===== src/hw/rtl/ifsf_pkg.sv =====
// Shared types, constants and helpers of the information frame stuffing framer.
package ifsf_pkg;

    // Register file layout
    localparam int CFG_IDX_W = 3;

    typedef enum logic [CFG_IDX_W-1:0] {
        REG_FLAG       = 3'd0,
        REG_ADDRESS    = 3'd1,
        REG_ESCAPE     = 3'd2,
        REG_FLAG_SUB   = 3'd3,
        REG_ESCAPE_SUB = 3'd4
    } reg_idx_t;

    localparam logic [7:0] FLAG_RESET       = 8'h7E;
    localparam logic [7:0] ADDRESS_RESET    = 8'h03;
    localparam logic [7:0] ESCAPE_RESET     = 8'h7D;
    localparam logic [7:0] FLAG_SUB_RESET   = 8'h5E;
    localparam logic [7:0] ESCAPE_SUB_RESET = 8'h5D;

    // Control byte by sequence bit
    localparam logic [7:0] CONTROL_SEQ0 = 8'h00;
    localparam logic [7:0] CONTROL_SEQ1 = 8'h40;

    // Input operation codes
    localparam logic OP_PAYLOAD = 1'b0;
    localparam logic OP_ACK     = 1'b1;

    // Depth of the queue between front and back end
    localparam int QUEUE_DEPTH = 2;

    typedef struct packed {
        logic [7:0] flag;
        logic [7:0] address;
        logic [7:0] escape;
        logic [7:0] flag_sub;
        logic [7:0] escape_sub;
    } cfg_t;

    // How a byte goes onto the line
    typedef enum logic [1:0] {
        CLS_PLAIN  = 2'd0,
        CLS_FLAG   = 2'd1,
        CLS_ESCAPE = 2'd2
    } cls_t;

    // One classified payload item, as queued for the back end
    typedef struct packed {
        logic       first_byte;
        logic       last_byte;
        logic [7:0] control;
        logic [7:0] data;
        cls_t       data_cls;
        logic [7:0] check;
        cls_t       check_cls;
    } entry_t;

    // Back end steps, one line byte each
    typedef enum logic [9:0] {
        ST_IDLE     = 10'b0000000001,
        ST_OPEN     = 10'b0000000010,
        ST_ADDR     = 10'b0000000100,
        ST_CTRL     = 10'b0000001000,
        ST_HCHK     = 10'b0000010000,
        ST_DATA     = 10'b0000100000,
        ST_DATA_SUB = 10'b0001000000,
        ST_CHK      = 10'b0010000000,
        ST_CHK_SUB  = 10'b0100000000,
        ST_CLOSE    = 10'b1000000000
    } step_t;

    // Flag test wins when flag and escape share a value
    function automatic cls_t classify(input logic [7:0] value, input cfg_t cfg);
        cls_t c;
        if (value == cfg.flag)
            c = CLS_FLAG;
        else if (value == cfg.escape)
            c = CLS_ESCAPE;
        else
            c = CLS_PLAIN;
        return c;
    endfunction

    // Second byte of a stuffed pair
    function automatic logic [7:0] substitute(input cls_t c, input cfg_t cfg);
        logic [7:0] s;
        if (c == CLS_FLAG)
            s = cfg.flag_sub;
        else
            s = cfg.escape_sub;
        return s;
    endfunction

endpackage


===== src/hw/rtl/info_frame_stuffing_framer.sv =====
// Top level of the information frame stuffing framer: registers, front end, queue, back end.
//
// Turns payload items into a framed, byte-stuffed line stream with an XOR
// payload check. An opening item adds flag, address, control and header
// check; flag and escape bytes in the payload and in the check go out as
// escape plus substitute; a closing item adds the check and the closing flag.
// An acknowledge item toggles the sequence bit and gives no result. Input
// items are taken one per cycle while the two-entry queue between front and
// back end has room. The back end writes one line byte per cycle into the
// output register while it is free or being drained by pop. A plain or
// stuffed mid-frame byte yields one or two line bytes, and a frame that
// opens and closes on one item yields up to nine; the output register sets
// the sustained rate. Results are shown while empty is low and taken
// with pop. Configuration writes (index 0..4) are always accepted and must be
// issued only while the block is idle.
module info_frame_stuffing_framer (
    input  logic                          clk,
    input  logic                          rst_n,
    input  logic                          cfg_valid,
    output logic                          cfg_ready,
    input  logic [ifsf_pkg::CFG_IDX_W-1:0] cfg_index,
    input  logic [7:0]                    cfg_data,
    input  logic                          push,
    output logic                          full,
    input  logic                          op,
    input  logic [7:0]                    data_byte,
    input  logic                          first_byte,
    input  logic                          last_byte,
    output logic                          empty,
    input  logic                          pop,
    output logic [7:0]                    out_byte,
    output logic                          run_last,
    output logic                          frame_end
);

    ifsf_pkg::cfg_t   cfg_reg;
    ifsf_pkg::cfg_t   cfg_next;
    ifsf_pkg::entry_t enq_entry;
    ifsf_pkg::entry_t head;
    logic             enq;
    logic             deq;
    logic             head_valid;

    assign cfg_ready = 1'b1;

    // Write the addressed register; unknown indexes are dropped
    always_comb
    begin
        cfg_next = cfg_reg;
        if (cfg_valid) begin
            case (cfg_index)
                ifsf_pkg::REG_FLAG:       cfg_next.flag       = cfg_data;
                ifsf_pkg::REG_ADDRESS:    cfg_next.address    = cfg_data;
                ifsf_pkg::REG_ESCAPE:     cfg_next.escape     = cfg_data;
                ifsf_pkg::REG_FLAG_SUB:   cfg_next.flag_sub   = cfg_data;
                ifsf_pkg::REG_ESCAPE_SUB: cfg_next.escape_sub = cfg_data;
                default:                  cfg_next = cfg_reg;
            endcase
        end
    end

    always_ff @(posedge clk or negedge rst_n)
    begin
        if (!rst_n) begin
            cfg_reg.flag       <= ifsf_pkg::FLAG_RESET;
            cfg_reg.address    <= ifsf_pkg::ADDRESS_RESET;
            cfg_reg.escape     <= ifsf_pkg::ESCAPE_RESET;
            cfg_reg.flag_sub   <= ifsf_pkg::FLAG_SUB_RESET;
            cfg_reg.escape_sub <= ifsf_pkg::ESCAPE_SUB_RESET;
        end else begin
            cfg_reg <= cfg_next;
        end
    end

    ifsf_front u_front (
        .clk        (clk),
        .rst_n      (rst_n),
        .cfg        (cfg_reg),
        .push       (push),
        .full       (full),
        .op         (op),
        .data_byte  (data_byte),
        .first_byte (first_byte),
        .last_byte  (last_byte),
        .enq        (enq),
        .enq_entry  (enq_entry)
    );

    ifsf_queue u_queue (
        .clk        (clk),
        .rst_n      (rst_n),
        .enq        (enq),
        .enq_entry  (enq_entry),
        .deq        (deq),
        .full       (full),
        .head_valid (head_valid),
        .head       (head)
    );

    ifsf_back u_back (
        .clk        (clk),
        .rst_n      (rst_n),
        .cfg        (cfg_reg),
        .head_valid (head_valid),
        .head       (head),
        .deq        (deq),
        .pop        (pop),
        .empty      (empty),
        .out_byte   (out_byte),
        .run_last   (run_last),
        .frame_end  (frame_end)
    );

endmodule


===== src/hw/rtl/ifsf_front.sv =====
// Front end: accepts items, tracks sequence bit and payload check, classifies bytes.
module ifsf_front (
    input  logic             clk,
    input  logic             rst_n,
    input  ifsf_pkg::cfg_t   cfg,
    input  logic             push,
    input  logic             full,
    input  logic             op,
    input  logic [7:0]       data_byte,
    input  logic             first_byte,
    input  logic             last_byte,
    output logic             enq,
    output ifsf_pkg::entry_t enq_entry
);

    logic       seq_reg;
    logic       seq_next;
    logic [7:0] acc_reg;
    logic [7:0] acc_next;
    logic [7:0] check;
    logic       accept;

    assign accept = push && !full;

    // Fold the byte into the running check, restarting at an opening byte
    assign check = (first_byte ? 8'h00 : acc_reg) ^ data_byte;

    always_comb
    begin
        seq_next = seq_reg;
        acc_next = acc_reg;
        if (accept) begin
            if (op == ifsf_pkg::OP_ACK)
                seq_next = ~seq_reg;
            else
                acc_next = last_byte ? 8'h00 : check;
        end
    end

    always_ff @(posedge clk or negedge rst_n)
    begin
        if (!rst_n) begin
            seq_reg <= 1'b0;
            acc_reg <= 8'h00;
        end else begin
            seq_reg <= seq_next;
            acc_reg <= acc_next;
        end
    end

    // Hand payload items to the queue; acknowledges stop here
    assign enq = accept && (op == ifsf_pkg::OP_PAYLOAD);

    always_comb
    begin
        enq_entry.first_byte = first_byte;
        enq_entry.last_byte  = last_byte;
        enq_entry.control    = seq_reg ? ifsf_pkg::CONTROL_SEQ1 : ifsf_pkg::CONTROL_SEQ0;
        enq_entry.data       = data_byte;
        enq_entry.data_cls   = ifsf_pkg::classify(data_byte, cfg);
        enq_entry.check      = check;
        enq_entry.check_cls  = ifsf_pkg::classify(check, cfg);
    end

endmodule


===== src/hw/rtl/ifsf_queue.sv =====
// Short queue of classified items between front and back end.
module ifsf_queue (
    input  logic             clk,
    input  logic             rst_n,
    input  logic             enq,
    input  ifsf_pkg::entry_t enq_entry,
    input  logic             deq,
    output logic             full,
    output logic             head_valid,
    output ifsf_pkg::entry_t head
);

    localparam int PTR_W = (ifsf_pkg::QUEUE_DEPTH > 1) ? $clog2(ifsf_pkg::QUEUE_DEPTH) : 1;
    localparam int CNT_W = $clog2(ifsf_pkg::QUEUE_DEPTH + 1);
    localparam logic [PTR_W-1:0] PTR_LAST = PTR_W'(ifsf_pkg::QUEUE_DEPTH - 1);
    localparam logic [CNT_W-1:0] CNT_FULL = CNT_W'(ifsf_pkg::QUEUE_DEPTH);

    ifsf_pkg::entry_t slot_reg [ifsf_pkg::QUEUE_DEPTH];
    logic [PTR_W-1:0] wr_ptr_reg;
    logic [PTR_W-1:0] wr_ptr_next;
    logic [PTR_W-1:0] rd_ptr_reg;
    logic [PTR_W-1:0] rd_ptr_next;
    logic [CNT_W-1:0] count_reg;
    logic [CNT_W-1:0] count_next;
    logic             do_enq;
    logic             do_deq;

    assign full       = (count_reg == CNT_FULL);
    assign head_valid = (count_reg != '0);
    assign head       = slot_reg[rd_ptr_reg];
    assign do_enq     = enq && !full;
    assign do_deq     = deq && head_valid;

    // Advance pointers with wrap, track fill level
    always_comb
    begin
        wr_ptr_next = wr_ptr_reg;
        rd_ptr_next = rd_ptr_reg;
        count_next  = count_reg;
        if (do_enq)
            wr_ptr_next = (wr_ptr_reg == PTR_LAST) ? '0 : wr_ptr_reg + 1'b1;
        if (do_deq)
            rd_ptr_next = (rd_ptr_reg == PTR_LAST) ? '0 : rd_ptr_reg + 1'b1;
        if (do_enq && !do_deq)
            count_next = count_reg + 1'b1;
        else if (do_deq && !do_enq)
            count_next = count_reg - 1'b1;
    end

    always_ff @(posedge clk or negedge rst_n)
    begin
        if (!rst_n) begin
            wr_ptr_reg <= '0;
            rd_ptr_reg <= '0;
            count_reg  <= '0;
        end else begin
            wr_ptr_reg <= wr_ptr_next;
            rd_ptr_reg <= rd_ptr_next;
            count_reg  <= count_next;
        end
    end

    // Store the incoming item
    always_ff @(posedge clk)
    begin
        if (do_enq)
            slot_reg[wr_ptr_reg] <= enq_entry;
    end

endmodule


===== src/hw/rtl/ifsf_back.sv =====
// Back end: expands items into line bytes, one per cycle while the output is free or popped.
module ifsf_back (
    input  logic             clk,
    input  logic             rst_n,
    input  ifsf_pkg::cfg_t   cfg,
    input  logic             head_valid,
    input  ifsf_pkg::entry_t head,
    output logic             deq,
    input  logic             pop,
    output logic             empty,
    output logic [7:0]       out_byte,
    output logic             run_last,
    output logic             frame_end
);

    ifsf_pkg::step_t step_reg;
    ifsf_pkg::step_t step_next;
    ifsf_pkg::step_t cur;
    ifsf_pkg::step_t step_after;

    logic       out_valid_reg;
    logic       out_valid_next;
    logic [7:0] out_byte_reg;
    logic       run_last_reg;
    logic       frame_end_reg;

    logic [7:0] byte_v;
    logic       fend_v;
    logic       done_v;
    logic       advance;

    // Pick the step for this cycle: a fresh item starts at header or data
    always_comb
    begin
        if (step_reg == ifsf_pkg::ST_IDLE)
            cur = head.first_byte ? ifsf_pkg::ST_OPEN : ifsf_pkg::ST_DATA;
        else
            cur = step_reg;
    end

    // Produce the byte of the current step and choose what follows
    always_comb
    begin
        byte_v     = cfg.flag;
        fend_v     = 1'b0;
        done_v     = 1'b0;
        step_after = ifsf_pkg::ST_IDLE;
        case (cur)
            ifsf_pkg::ST_OPEN:
            begin
                byte_v     = cfg.flag;
                step_after = ifsf_pkg::ST_ADDR;
            end
            ifsf_pkg::ST_ADDR:
            begin
                byte_v     = cfg.address;
                step_after = ifsf_pkg::ST_CTRL;
            end
            ifsf_pkg::ST_CTRL:
            begin
                byte_v     = head.control;
                step_after = ifsf_pkg::ST_HCHK;
            end
            ifsf_pkg::ST_HCHK:
            begin
                byte_v     = cfg.address ^ head.control;
                step_after = ifsf_pkg::ST_DATA;
            end
            ifsf_pkg::ST_DATA:
            begin
                if (head.data_cls != ifsf_pkg::CLS_PLAIN) begin
                    byte_v     = cfg.escape;
                    step_after = ifsf_pkg::ST_DATA_SUB;
                end else begin
                    byte_v = head.data;
                    if (head.last_byte)
                        step_after = ifsf_pkg::ST_CHK;
                    else
                        done_v = 1'b1;
                end
            end
            ifsf_pkg::ST_DATA_SUB:
            begin
                byte_v = ifsf_pkg::substitute(head.data_cls, cfg);
                if (head.last_byte)
                    step_after = ifsf_pkg::ST_CHK;
                else
                    done_v = 1'b1;
            end
            ifsf_pkg::ST_CHK:
            begin
                if (head.check_cls != ifsf_pkg::CLS_PLAIN) begin
                    byte_v     = cfg.escape;
                    step_after = ifsf_pkg::ST_CHK_SUB;
                end else begin
                    byte_v     = head.check;
                    step_after = ifsf_pkg::ST_CLOSE;
                end
            end
            ifsf_pkg::ST_CHK_SUB:
            begin
                byte_v     = ifsf_pkg::substitute(head.check_cls, cfg);
                step_after = ifsf_pkg::ST_CLOSE;
            end
            ifsf_pkg::ST_CLOSE:
            begin
                byte_v = cfg.flag;
                fend_v = 1'b1;
                done_v = 1'b1;
            end
            default:
            begin
                byte_v = cfg.flag;
                done_v = 1'b1;
            end
        endcase
    end

    // Advance when an item waits and the output register is free or being drained
    assign advance = head_valid && (!out_valid_reg || pop);
    assign deq     = advance && done_v;

    always_comb
    begin
        step_next = step_reg;
        if (advance)
            step_next = done_v ? ifsf_pkg::ST_IDLE : step_after;
    end

    always_comb
    begin
        out_valid_next = out_valid_reg;
        if (advance)
            out_valid_next = 1'b1;
        else if (pop)
            out_valid_next = 1'b0;
    end

    always_ff @(posedge clk or negedge rst_n)
    begin
        if (!rst_n) begin
            step_reg      <= ifsf_pkg::ST_IDLE;
            out_valid_reg <= 1'b0;
        end else begin
            step_reg      <= step_next;
            out_valid_reg <= out_valid_next;
        end
    end

    // Hold the result item until it is taken
    always_ff @(posedge clk)
    begin
        if (advance) begin
            out_byte_reg  <= byte_v;
            run_last_reg  <= done_v;
            frame_end_reg <= fend_v;
        end
    end

    assign empty     = !out_valid_reg;
    assign out_byte  = out_byte_reg;
    assign run_last  = run_last_reg;
    assign frame_end = frame_end_reg;

endmodule

===== config.mk =====
export PLATFORM = sky130hd
export DESIGN_NAME = info_frame_stuffing_framer
export DESIGN_NICKNAME = d
export VERILOG_FILES = /design/src/hw/rtl/ifsf_pkg.sv /design/src/hw/rtl/info_frame_stuffing_framer.sv /design/src/hw/rtl/ifsf_front.sv /design/src/hw/rtl/ifsf_queue.sv /design/src/hw/rtl/ifsf_back.sv
export SDC_FILE = /design/constraint.sdc
export NUM_CORES = 1
export LEC_CHECK = 0
export BUFFER_PORTS_ARGS = -buffer_cell sky130_fd_sc_hd__buf_2
export CORE_MARGIN = 2
export CORE_UTILIZATION = 40
export CTS_CLUSTER_SIZE = 28
export DETAILED_ROUTE_END_ITERATION = 8
export GPL_TIMING_DRIVEN = 0
export PLACE_DENSITY = 0.57
export SYNTH_ARGS = -nofsm -noshare
export SYNTH_HDL_FRONTEND = slang
export SYNTH_SLANG_ARGS = --single-unit

===== constraint.sdc =====
create_clock -name clk -period 4.35 [get_ports clk]
set_input_delay 0.87 -clock clk [delete_from_list [all_inputs] [get_ports clk]]
set_output_delay 0.87 -clock clk [all_outputs]
set_load 0.05 [all_outputs]

==> metrics.md <==
| Metric | Value |
|---|---|
| Area growth, synth to finish | 17.9% |
| Port buffer count | 37 |
| Final Skew | 0.00570 ns |
| Area after DPL | around 6200 µm² |
| DRC viols | 0 |
| TritonCTS clock tree | yes |
| Slew margin rel. | 21.8% |
| Slowest stage delay, CP | between 0.9 and 1 ns |
| Critical path depth | 5 |
| Design area | 6810 µm² |
| Synth unique cells | 60 |
| Status | complete, no violations |
| Startpoint types | flip-flop |
| Grt ovf | 0 |
| Clock Path Buffers | 2 |
| Post-synth EDFFs | 56 |
| Row Count | 43 |
| Critical Path AT | approximately 2.7 ns |
| Via density | roughly 5.3 |
| Setup violators final | 0 |
| Hold-fix buffers, CTS | 0 |
| Worst path required time | 4.38 ns |
| Final min period | 2.63 ns |
| Die width | around 120 µm |
| Worst path top cell family by delay | simple AND/OR/NAND/NOR gates |
| Clk slew on worst S/H paths | around 0.050 ns |
| Placer Congestion | 0.833 |
| P_leak | 2.63 nW |
| Starting DRT DRC Count | between 200 and 250 |
| Post-CTS setup buffer count | 0 |
| Die H | approximately 120 µm |
| Die area | 15,400 µm² |
| Net switching power | 0.00163 W |
| Nets | 549 |
| Flop-to-flop setup slack | 1.72 ns |
| Worst R2R End | u_queue.slot_reg[1][17] |
| CP Launch Point | u_queue.count_reg[0] |
| Hold crit path type | reg -> reg |
| P_int | 0.00303 W |
| Sequential power share | 37.4% |
| Final hold slack | 0.465 ns |
| Worst setup EP type | flip-flop |
| Avg WL per Cell | approximately 19 µm |
| Fill cell count | 1,260 |
| VDD IR max | about 0.34 mV |
| Cell Chain, Critical Path | clkbuf_1 > nand2b_1 > nand3b_1 > inv_1 > and2_1 |
| CP Max Fanout | 23 |
| Mapped Nets | 492 |
| H-tree Lvls | 4 |
| Fraction of layout cells with a size suffix above 1 | between 30% and 40% |
| Dpl ws | 1.34 ns |
| Fin worst setup slack | 1.72 ns |
| Synthesized instance count | around 460 |
| Yosys warning total | 0 |
| Cts repair resizes | 0 |
| Critical R2R Launch | u_queue.count_reg[0] |
| Maximum Capacitance Violations | 0 |
| First-pass iteration count of the detailed router | 5 |
| Hpwl dp | just under 10,000 µm |
| DR vias | 3,804 |
| Synth area leaders | edfxtp_1 (29%), dfrtp_1 (16%), dfstp_2 (11%) |
| Seq cells post-synth | ~120 |
| FMAX | roughly 380 MHz |
| Max reg flops | 46 |
| Register area share after synthesis | 57.0% |
| Fin util | 48.7% |
| # IOs | 40 |
| CP endpoint | u_queue.slot_reg[1][17] |
| Yosys top cell area share | 29.1% |
| RSZ-0062 raised after global routing | false |
| Initial antenna violation count | 0 |
| Final wirelength | ~13,000 µm |
| Syn avg cell area | 12.4 µm² |
| Fin. Hold Viols | 0 |
| Synth Flop Type | edfxtp_1 |
| CP bufs+invs | 2 |
| Final period util | 60.4% |
| N_diodes | 0 |
| Worst-margin pin slew | 1.17 ns |
| Number of buffers created by CTS | 17 |
| Core area | between 10,000 and 15,000 µm² |
| Sw Share | 35.0% |
| Pwr dens | 685 nW/µm² |
| CTS sink count | 119 |
| R2R depth | 5 |
| CP max stage cell | and2_1 |
| Final setup TNS | 0 ns |
| Largest net degree at the start of global routing | 64 |
| Area leader, netlist | edfxtp_1 |
| First-pass GRT wire length | between 20,000 and 25,000 µm |
| CP Class | reg -> reg |
| Pins Over Slew Limit | 0 |
| Clk root buf | clkbuf_16 |
| Comb pwr share | 32.7% |
| Vias in the first global route | 3,922 |
| Clk pwr share | 29.9% |
| Initial Util | 41.3% |
| Final ANT Viol Nets | 0 |
| Ys async rst share | 52.9% |
| Worst skew pair latency | 0.42 ns |
| Synth Cell Area | 5770 µm² |
| All-Layer GR Usage | 19.1% |
-- synth_stat cells (6+ instances only) --
master	n
nand4_1	6
dfstp_2	25
a21oi_1	6
xnor2_1	34
inv_1	16
nand2_1	42
nor2_1	22
a31oi_1	6
mux2i_1	16
nor3_1	8
o21ai_1	6
dfrtp_1	38
clkbuf_1	6
buf_2	6
xor2_1	12
o31ai_1	10
a22oi_1	6
nand3_1	11
nor2b_1	14
o21ai_0	11
mux2_2	47
edfxtp_1	56
-- worst min-delay path by stage --
stage	start	end	slack, ns	cells after the start
5_1_grt	u_front.acc_reg[1]	u_front.acc_reg[1]	0.49	2
4_1_cts	u_front.acc_reg[1]	u_front.acc_reg[1]	0.47	2
6_report	u_front.acc_reg[1]	u_front.acc_reg[1]	0.47	2
3_3_place_gp	u_front.acc_reg[7]	u_front.acc_reg[7]	0.45	2
2_1_floorplan	u_front.acc_reg[0]	u_front.acc_reg[0]	0.44	2
3_5_place_dp	u_front.acc_reg[1]	u_front.acc_reg[1]	0.46	2
-- power by group through the flow --
stage	sequential, W	clock (W)	combinational [W]
after floorplan	0.00188	0	0.000982
after global placement	0.00175	0	0.00150
after detailed placement	0.00176	0	0.00153
after CTS	0.00175	0.00141	0.00154
after global routing	0.00179	0.00147	0.00167
final	0.00175	0.00139	0.00152
-- stage by stage --
step,total power [W],cells
6_report,0.00466,714
5_1_grt,0.00493,714
4_1_cts,0.00470,714
3_5_place_dp,0.00329,682
3_3_place_gp,0.00326,681
2_1_floorplan,0.00286,464
-- layout by cell type (no fill, tap or decap), types with 11 or more instances in the layout --
master,Yosys,final
buf_2,6,42
clkbuf_16,0,19
dfrtp_1,38,38
dfstp_2,25,25
edfxtp_1,56,56
inv_1,16,16
mux2_2,47,47
mux2i_1,16,16
nand2_1,42,42
nand3_1,11,11
nor2_1,22,21
nor2b_1,14,14
o21ai_0,11,11
xnor2_1,34,34
xor2_1,12,12
-- cells by family after synthesis --
| family | Yosys count | share of synthesized area (%) |
|---|---|---|
| AOI/OAI and AO/OA | 70 | 8.99 |
| xor gates and xnor gates | 46 | 6.98 |
| adders and majority gates | 1 | 0.217 |
| buffers and inverters | 33 | 2.73 |
| DFF | 119 | 57.0 |
| muxes | 63 | 11.9 |
| other | 1 | 0.0649 |
| and+or+nand+nor | 131 | 12.1 |
-- cell type report --
type	instances	area (µm²)	area share [%]
Buffer	17	97.6	1.43
Clock buffer	26	542	7.96
Clock inverter	6	60.1	0.882
Inverter	16	60.1	0.882
Multi-Input combinational cell	312	2330	34.2
Sequential cell	119	3290	48.3
Tap cell	180	225	3.31
Timing Repair Buffer	38	203	2.98
-- tightest hold or removal path, cell delays in order (launching register included) --
cell and delay, ns:
dfrtp_1 0.33, nand2_1 0.05, o31ai_1 0.05
-- layer usage --
| layer | wire length [µm] | global-route usage, % |
|---|---|---|
| met1 | 6040 | 25.0 |
| met2 | 6600 | 30.8 |
| met3 | 648 | 5.13 |
| met4 | 194 | 6.25 |
| met5 | 0 | 0 |
Power figures use the tool's default switching activity.
